## src/rtl/ballistic_drag_euler_step_defines.svh

```systemverilog
// Assertion helpers
`ifndef BALLISTIC_DRAG_EULER_STEP_DEFINES_SVH
`define BALLISTIC_DRAG_EULER_STEP_DEFINES_SVH
`define BDE_ASSERT_IMP(lbl, clk, rstn, ante, cons) \
  lbl: assert property (@(posedge clk) disable iff (!rstn) (ante) |-> (cons)) \
    else $error("implication failed");
`define BDE_ASSERT_NXT(lbl, clk, rstn, ante, cons) \
  lbl: assert property (@(posedge clk) disable iff (!rstn) (ante) |=> (cons)) \
    else $error("next-cycle check failed");
`endif

```

## src/rtl/bde_isqrt.sv

```systemverilog
module bde_isqrt (
  input  logic        clk_i,
  input  logic        rst_ni,
  input  logic        start_i,
  input  logic [55:0] rad_i,
  output logic        done_o,
  output logic [27:0] root_o
);
  logic [55:0] rad_q, rad_d;
  logic [29:0] rem_q, rem_d;
  logic [27:0] root_q, root_d;
  logic [4:0]  cnt_q, cnt_d;
  logic        busy_q, busy_d;
  logic        done_q, done_d;
  logic [31:0] shifted;
  logic [31:0] trial;

  always_comb begin
    rad_d   = rad_q;
    rem_d   = rem_q;
    root_d  = root_q;
    cnt_d   = cnt_q;
    busy_d  = busy_q;
    done_d  = 1'b0;
    shifted = {rem_q, rad_q[55:54]};
    trial   = {2'b00, root_q, 2'b01};
    if (start_i) begin
      rad_d  = rad_i;
      rem_d  = '0;
      root_d = '0;
      cnt_d  = 5'd27;
      busy_d = 1'b1;
    end else if (busy_q) begin
      // bit-pair restoring square root, one result bit per cycle
      rad_d = {rad_q[53:0], 2'b00};
      if (shifted >= trial) begin
        rem_d  = 30'(shifted - trial);
        root_d = {root_q[26:0], 1'b1};
      end else begin
        rem_d  = shifted[29:0];
        root_d = {root_q[26:0], 1'b0};
      end
      if (cnt_q == 5'd0) begin
        busy_d = 1'b0;
        done_d = 1'b1;
      end else begin
        cnt_d = cnt_q - 5'd1;
      end
    end
  end

  always_ff @(posedge clk_i or negedge rst_ni) begin
    if (!rst_ni) begin
      rad_q  <= '0;
      rem_q  <= '0;
      root_q <= '0;
      cnt_q  <= '0;
      busy_q <= 1'b0;
      done_q <= 1'b0;
    end else begin
      rad_q  <= rad_d;
      rem_q  <= rem_d;
      root_q <= root_d;
      cnt_q  <= cnt_d;
      busy_q <= busy_d;
      done_q <= done_d;
    end
  end

  assign done_o = done_q;
  assign root_o = root_q;
endmodule

```

## config.mk

```make
export PLATFORM = sky130hd
export DESIGN_NAME = bde_isqrt
export DESIGN_NICKNAME = d
export VERILOG_FILES = /design/src/rtl/ballistic_drag_euler_step_defines.svh /design/src/rtl/bde_isqrt.sv
export SDC_FILE = /design/constraint.sdc
export NUM_CORES = 1
export LEC_CHECK = 0
export BUFFER_PORTS_ARGS = -buffer_cell sky130_fd_sc_hd__buf_2
export CAP_MARGIN = 10
export CORE_MARGIN = 5
export CORE_UTILIZATION = 50
export DETAILED_ROUTE_END_ITERATION = 10
export PLACE_DENSITY = 0.69
export SETUP_SLACK_MARGIN = 0.5
export SYNTH_ARGS = -nofsm -noshare
export SYNTH_HDL_FRONTEND = slang
export SYNTH_SLANG_ARGS = --single-unit
```

## constraint.sdc

```tcl
create_clock -name clk_i -period 5.64 [get_ports clk_i]
set_input_delay 0.282 -clock clk_i [delete_from_list [all_inputs] [get_ports clk_i]]
set_output_delay 0.282 -clock clk_i [all_outputs]
set_load 0.01 [all_outputs]
```

==> results of run 1 <==
## path summary, 6_finish.rpt
kind / from / to / slack (ns) / cells past startpoint
min reg2reg: cnt_q[4] / cnt_q[4] / 0.51 / 2
max in group asynchronous: rst_ni / rad_q[49] / 4.50 / 2
min in group clk_i: rad_i[26] / rad_q[26] / 0.06 / 3
max: root_o[0] / rem_q[22] / 2.24 / 11
min: rst_ni / root_o[11] / -0.03 / 1
max reg2reg: root_o[0] / rem_q[22] / 2.24 / 11
## logic make-up (layout without fill, tap and decap cells)
family                     after synthesis  count (layout)  synth area share [%]
muxes                                   83              83                 11.43
AOI/OAI and AO/OA                      215             215                 19.26
and+or+nand+nor                        244             244                 15.06
adders and majority gates               32              32                 5.509
DFF                                    121             121                 41.66
buffers and inverters                   91             167                 4.906
xor gates and xnor gates                18              18                 2.169
## registers in the layout (all words and copies together) (netlist names)
| register | count |
|---|---|
| rad_q | 56 |
| rem_q | 30 |
| root_o | 28 |
| cnt_q | 5 |
| busy_q | 1 |
| done_o | 1 |
## synthesized netlist by cell type, drive strengths merged (3+ instances only)
library cell,instances
and3,12
or3,8
or4,3
xor2,3
nand2,118
xnor2,15
or2,3
a311oi,21
a21oi,38
buf,10
o211ai,10
nand4,6
a2bb2oi,3
a41oi,3
o21a,10
dfrtp,121
nor3,5
inv,43
nand3,14
a211oi,6
nor2,60
ha,32
o21ai,75
clkbuf,38
mux2i,83
o31ai,3
o21bai,3
a21o,24
nor4,3
nor2b,4
a31oi,3
## metrics by stage
step           cells  setup WS [ns]  utilization, %
2_1_floorplan    804          2.933               -
3_3_place_gp    1032          2.416           54.18
3_5_place_dp    1032          2.344           54.18
4_1_cts         1064          2.243           58.29
5_1_grt         1064          1.965           58.29
6_report        1064          2.241           58.29
## final cells by class
cell class | count | area, um2
inverters | 43 | 161.4
fillers | 1293 | 5993
clock inverters | 15 | 165.2
well taps | 184 | 230.2
repair buffers | 92 | 478.0
multi-input cells | 592 | 3884
flip-flops and latches | 121 | 3032
clock buffers | 17 | 425.4
## per-layer routing
| layer | wire, um | part of all wire [%] |
|---|---|---|
| met1 | 7723 | 48 |
| met2 | 7144 | 45 |
| met3 | 816 | 5.1 |
| met4 | 282 | 1.8 |
| met5 | 0 | 0 |
## power groups by stage
stage	registers, W	logic (W)	clock network, W
CTS	0.00109	0.00190	0.00110
global route	0.00110	0.00215	0.00115
floorplan	0.00108	0.00152	0
global placement	0.00110	0.00188	0
finish	0.00109	0.00191	0.00108
detailed placement	0.00110	0.00188	0
## worst reg2reg max path: cells and delay by family, from the launching register on
kind                       cells  cell delay, ns
buffers and inverters          2            0.46
adders and majority gates      1            0.35
AOI/OAI and AO/OA              6            1.45
DFF                            1            0.40
and+or+nand+nor                2            0.62
==> key figures, run 1 <==
CTS
  – # clock sinks: 121
  – Clock latency on the worst-skew pair: 0.42 ns
  – Post-CTS sizing: 0
  – Clock Tree Root: clkbuf_16
  – CTS clk-pin slew, worst paths: 0.06 ns
  – CTS tree: yes
  – Post-CTS setup buffers: 0
  – TritonCTS Buffers: 17
  – Hold Buf Count CTS: 0
  – CTS Buffer Depth: 2
  – CTS H-tree lvls: 4

Worst setup path
  – CP top delay family: compound AO/OA/AOI/OAI gates
  – Cells along the critical path: inv_1, ha_1, nor2b_1, o31ai_1, a21oi_1, a21oi_1, a221oi_4, nor2_2, buf_4, a21oi_1, a311oi_1
  – CP required: 5.94 ns
  – Top cell by count, worst path: a21oi_1
  – Buffers plus inverters on the worst setup path: 2
  – Crit path max fanout: 23
  – CP Capture Type: flop
  – CP startpoint kind: flop
  – Crit Path Class: reg -> reg
  – Critical path's slowest cell: nor2_2
  – WP data arrival: 3.70 ns
  – Slowest stage delay, CP: 0.44 ns

Die
  – Die X: 130.6 um
  – Rows: 44
  – Die height: 130.6 um
  – Boundary Pins: 88
  – Die area: 0.01705 mm2
  – Total core area: 0.01437 mm2
  – Starting density of the core: 50.58%

Drt
  – First-pass iteration count of the detailed router: 4
  – WL/cell: 15.01 um
  – Vias: 5852
  – Via-to-Cell Ratio: 5.500
  – Final WL: 15970 um
  – Iteration-0 DRC Markers: 361
  – Post-route ant nets: 0
  – DRC viols: 0

Timing
  – Setup-failing EPs final: 0
  – Relative slew margins: 39.19%
  – Skew final: 0.006848 ns
  – Max Freq: 0.2942 GHz
  – Tcrit/Tclk final: 60.26%
  – Worst slew pin tran: 0.9122 ns
  – Crit path time final: 3.399 ns
  – Final slew viol count: 0
  – RSZ-0062 raised after global routing: no
  – Hold slack final: -0.03096 ns
  – Hold Fails Final Rpt: 20
  – Sum of negative setup slack: 0 ns

Power and ir drop
  – Peak VDD IR: 0.0002437 V
  – Clock share of power: 26.5%
  – Comb pwr share: 46.8%
  – Pwr dens: 485.9 mW/mm2
  – Leak: 4.490 nW
  – Sequential power share: 26.7%
  – Overall power: 0.004070 W
  – Net switching power: 0.001596 W
  – Switching power share of the total: 39.20%
  – Internal: 0.002475 W

GRT
  – Largest net degree at the start of global routing: 104
  – Grt total ovfl: 0
  – Vias in the first global route: 5727
  – Total track usage: 19.89%
  – GR Util met3: 4.390%
  – Most used routing layer: met2
  – Met2 usage: 30.74%
  – First-pass GRT wire length: 27340 um
  – Initial antenna violation count: 0
  – Met1 Use GR: 27.43%

Logic synthesis
  – Post-Syn Instances: 804
  – Syn Nets: 895
  – FF+latch count, synth: 121
  – Number of flops mapped to enable cells by yosys: 0
  – Synthesized area: 0.007268 mm2
  – Yosys top cell area share: 41.66%
  – Synth unique cells: 58
  – Sequential element share of the synthesized area: 41.66%
  – Synth warn: 0
  – Main synth FF type: dfrtp_1
  – Synth Area per Inst: 9.040 um2
  – Fraction of registers with async set/reset: 100.0%
  – Top cells by area, synth: dfrtp_1 42%, mux2i_1 11%, nand2_1 6.0%
  – Cell accounting for the most synthesized area: dfrtp_1

Final layout
  – Share of layout cells above drive strength 1: 15.80%
  – Final instance area: 0.008376 mm2
  – Area delta synth->final: 15.23%
  – Most common cell after layout, fill and taps aside: dfrtp_1
  – ANT cells: 0
  – NumNets Final: 958
  – Most frequent cells in the layout: 120 x dfrtp_1, 116 x nand2_1, 85 x buf_2

Outcome
  – Failing checks: hold timing
  – Run status: complete, but fails checks

Run
  – Max-cap viol count: 0

Placement
  – Dpl cell area: 0.007785 mm2
  – GPL Wtd Cong: 0.8308
  – DPL Wire Length: 11090 um
  – I/O Buffers: 87

Worst hold path
  – Tightest Hold Check Type: in -> async
Note: power is estimated with default switching activity, not from simulation.
==> inputs of run 2 (changes only) <==
--- a/config.mk
+++ b/config.mk
@@ -10,7 +10,7 @@
 export CORE_MARGIN = 5
 export CORE_UTILIZATION = 50
 export DETAILED_ROUTE_END_ITERATION = 10
-export PLACE_DENSITY = 0.69
+export PLACE_DENSITY = 0.72
 export SETUP_SLACK_MARGIN = 0.5
 export SYNTH_ARGS = -nofsm -noshare
 export SYNTH_HDL_FRONTEND = slang
==> constraint.sdc (replaced) <==
create_clock -name clk_i -period 2.8 [get_ports clk_i]
set_input_delay 0.14 -clock clk_i [delete_from_list [all_inputs] [get_ports clk_i]]
set_output_delay 0.14 -clock clk_i [all_outputs]
set_load 0.01 [all_outputs]
==> key figures, run 2 (synthesis gave the netlist of run 1 again) <==
Timing
  – Max Freq: 0.3620 GHz (+23%)
  – Tcrit/Tclk final: 98.67% (+38 points)
  – Worst slew pin tran: 0.6747 ns (-0.2376 ns)
  – Relative slew margins: 55.02% (+16 points)
  – Skew final: 0.007059 ns (+0.0002116 ns)
  – Crit path time final: 2.763 ns (-0.6360 ns)
  – Final slew viol count: 0 (unchanged)
  – Setup-failing EPs final: 0 (unchanged)
  – RSZ-0062 raised after global routing: yes
  – Hold Fails Final Rpt: 0 (-100%)

Power and ir drop
  – Internal: 0.006436 W (+160%)
  – Clock share of power: 21.0% (-5.5 points)
  – Switching power share of the total: 39.82% (+0.62 points)
  – Peak VDD IR: 0.0006895 V (+180%)
  – Net switching power: 0.004258 W (+170%)
  – Overall power: 0.01069 W (+160%)
  – Pwr dens: 1033 mW/mm2 (+110%)
  – Leak: 5.342 nW (+19%)
  – Comb pwr share: 58.2% (+11 points)
  – Sequential power share: 20.8% (-5.9 points)

Worst setup path
  – Reg2reg path depth: 10 (-1)
  – CP startpoint kind: flop
  – CP required: 3.12 ns (-2.82 ns)
  – Crit Reg-Reg Endpoint: rem_q[22]
  – Crit path from: rem_q[22]
  – WP data arrival: 3.09 ns (-0.61 ns)
  – Crit path max fanout: 8 (-65%)
  – RR Startpoint: rem_q[22]
  – CP Capture Type: flop
  – Crit Path Class: reg -> reg
  – Worst Setup EP: rem_q[22]
  – R2r setup slk: 0.04 ns (-2.20 ns)

GRT
  – Grt total ovfl: 0 (unchanged)
  – First-pass GRT wire length: 33960 um (+24%)
  – Initial antenna violation count: 0 (unchanged)
  – Vias in the first global route: 6889 (+20%)
  – Total track usage: 25.08% (+5.2 points)
  – Largest net degree at the start of global routing: 65 (-38%)

Placement
  – Placed insts: 1087 (+5.3%)
  – GPL Wtd Cong: 0.8933 (+7.5%)
  – DPL Wire Length: 12420 um (+12%)
  – Dpl cell area: 0.008314 mm2 (+6.8%)
  – I/O Buffers: 87 (unchanged)

Final layout
  – ANT cells: 0 (unchanged)
  – Most common cell after layout, fill and taps aside: dfrtp_1
  – NumNets Final: 1112 (+16%)
  – Area delta synth->final: 42.40%
  – Post-layout util: 72.03% (+14 points)
  – Final instance area: 0.01035 mm2 (+24%)
  – Filler-free cell count of the finished design: 1218 (+14%)
  – Biggest register: rad_q
  – Largest register FFs: 56 (unchanged)
  – Share of layout cells above drive strength 1: 31.62% (+16 points)
  – Most frequent cells in the layout: 120 x dfrtp_1, 107 x nand2_1, 89 x buf_4

Worst hold path
  – HP Start: start_i
  – Tightest Hold Check Type: in -> reg
  – Hold-critical path depth: 2

Drt
  – Via-to-Cell Ratio: 5.732 (+4.2%)
  – First-pass iteration count of the detailed router: 5 (+1)
  – Iteration-0 DRC Markers: 618 (+71%)
  – DRC viols: 0 (unchanged)
  – WL/cell: 17.75 um (+18%)
  – Post-route ant nets: 0 (unchanged)
  – Vias: 6982 (+19%)
  – Final WL: 21620 um (+35%)

Outcome
  – Run status: completed

CTS
  – CTS clk-pin slew, worst paths: 0.06 ns (about the same)
  – Clock Tree Root: clkbuf_16
  – CTS tree: yes
  – Clock latency on the worst-skew pair: 0.43 ns (about the same)
  – CTS H-tree lvls: 4 (unchanged)
  – CTS Buffer Depth: 2 (unchanged)
  – TritonCTS Buffers: 17 (unchanged)
  – # clock sinks: 121 (unchanged)

Die
  – Die height: 130.6 um (unchanged)
  – Starting density of the core: 50.58% (unchanged)
  – Rows: 44 (unchanged)
  – Die X: 130.6 um (unchanged)
  – Total core area: 0.01437 mm2 (unchanged)
  – Die area: 0.01705 mm2 (unchanged)
  – Boundary Pins: 88 (unchanged)

Run
  – Max-cap viol count: 0 (unchanged)
run 2: changes by cell type in the layout (fill, tap and decap cells not counted), moves of 8 or more:
| cell | change |
|---|---|
| buf_6 | +13 |
| nand2_1 | -9 |
| a21oi_1 | -12 |
| a21oi_2 | +10 |
| buf_4 | +82 |
| ha_1 | -19 |
| dlygate4sd3_1 | +57 |
| inv_1 | -8 |
| ha_4 | +16 |
run 2: repair_timing:
action / 4_1_cts / 5_1_grt
pin swaps: 26 / 33
gates resized for setup: 52 / 67
setup buffers: 19 / 21
hold buffers: 57 / 0
gates cloned: 1 / 1
hold endpoints to repair: 105 / 0
endpoints found under the setup margin: 31 / 31
run 2: worst min-delay path by stage:
| stage | to | slack [ns] |
|---|---|---|
| after detailed placement | rad_q[48] | 0.22 |
| after global placement | root_o[2] | 0.22 |
| after global routing | rad_q[28] | 0.23 |
| after CTS | root_o[27] | 0.15 |
| after floorplan | busy_q | -0.16 |
| final | root_o[27] | 0.18 |
run 2: layout make-up:
cell class	instances	area (um2)
clock inverter	14	162.7
sequential	121	3032
inverter	43	163.9
clock buffer	18	439.2
fill	999	4019
timing repair buffer	245	1826
multi-input combinational	593	4497
tap	184	230.2
run 2: critical path, stage by stage, from the launching register on:
cell      delay (ns)
dfrtp_1         0.42
ha_4            0.30
nand2_4         0.06
nor3_4          0.20
nand3_1         0.11
or4_4           0.45
a221oi_4        0.27
nor2_4          0.10
buf_8           0.15
or3_1           0.37
a311oi_2        0.23
run 2: metal layers:
layer / up-vias / wire [um] / GRT usage [%]
met1: 3392 / 9038 / 32.25
met3: 55 / 1194 / 5.813
met4: 0 / 531 / 7.925
met2: 242 / 10860 / 42.12
li1: 3293 / - / -
met5: - / 0 / 0
run 2: metrics by stage:
stage                     setup slack, ns  hold WS (ns)   TNS (ns)
after floorplan                    0.2094       -0.1556          0
after global placement          -0.006948        0.2162  -0.006948
after detailed placement         -0.08460        0.2205    -0.1379
after CTS                          0.1310        0.1533          0
after global routing             -0.05438        0.2315   -0.05866
final                             0.03731        0.1808          0
run 2: power groups by stage:
| stage | logic [W] | registers, W | clock network (W) |
|---|---|---|---|
| 4_1_cts | 0.00516 | 0.00220 | 0.00226 |
| 3_3_place_gp | 0.00433 | 0.00221 | 0 |
| 6_report | 0.00623 | 0.00222 | 0.00224 |
| 2_1_floorplan | 0.00321 | 0.00219 | 0 |
| 5_1_grt | 0.00664 | 0.00225 | 0.00235 |
| 3_5_place_dp | 0.00437 | 0.00223 | 0 |
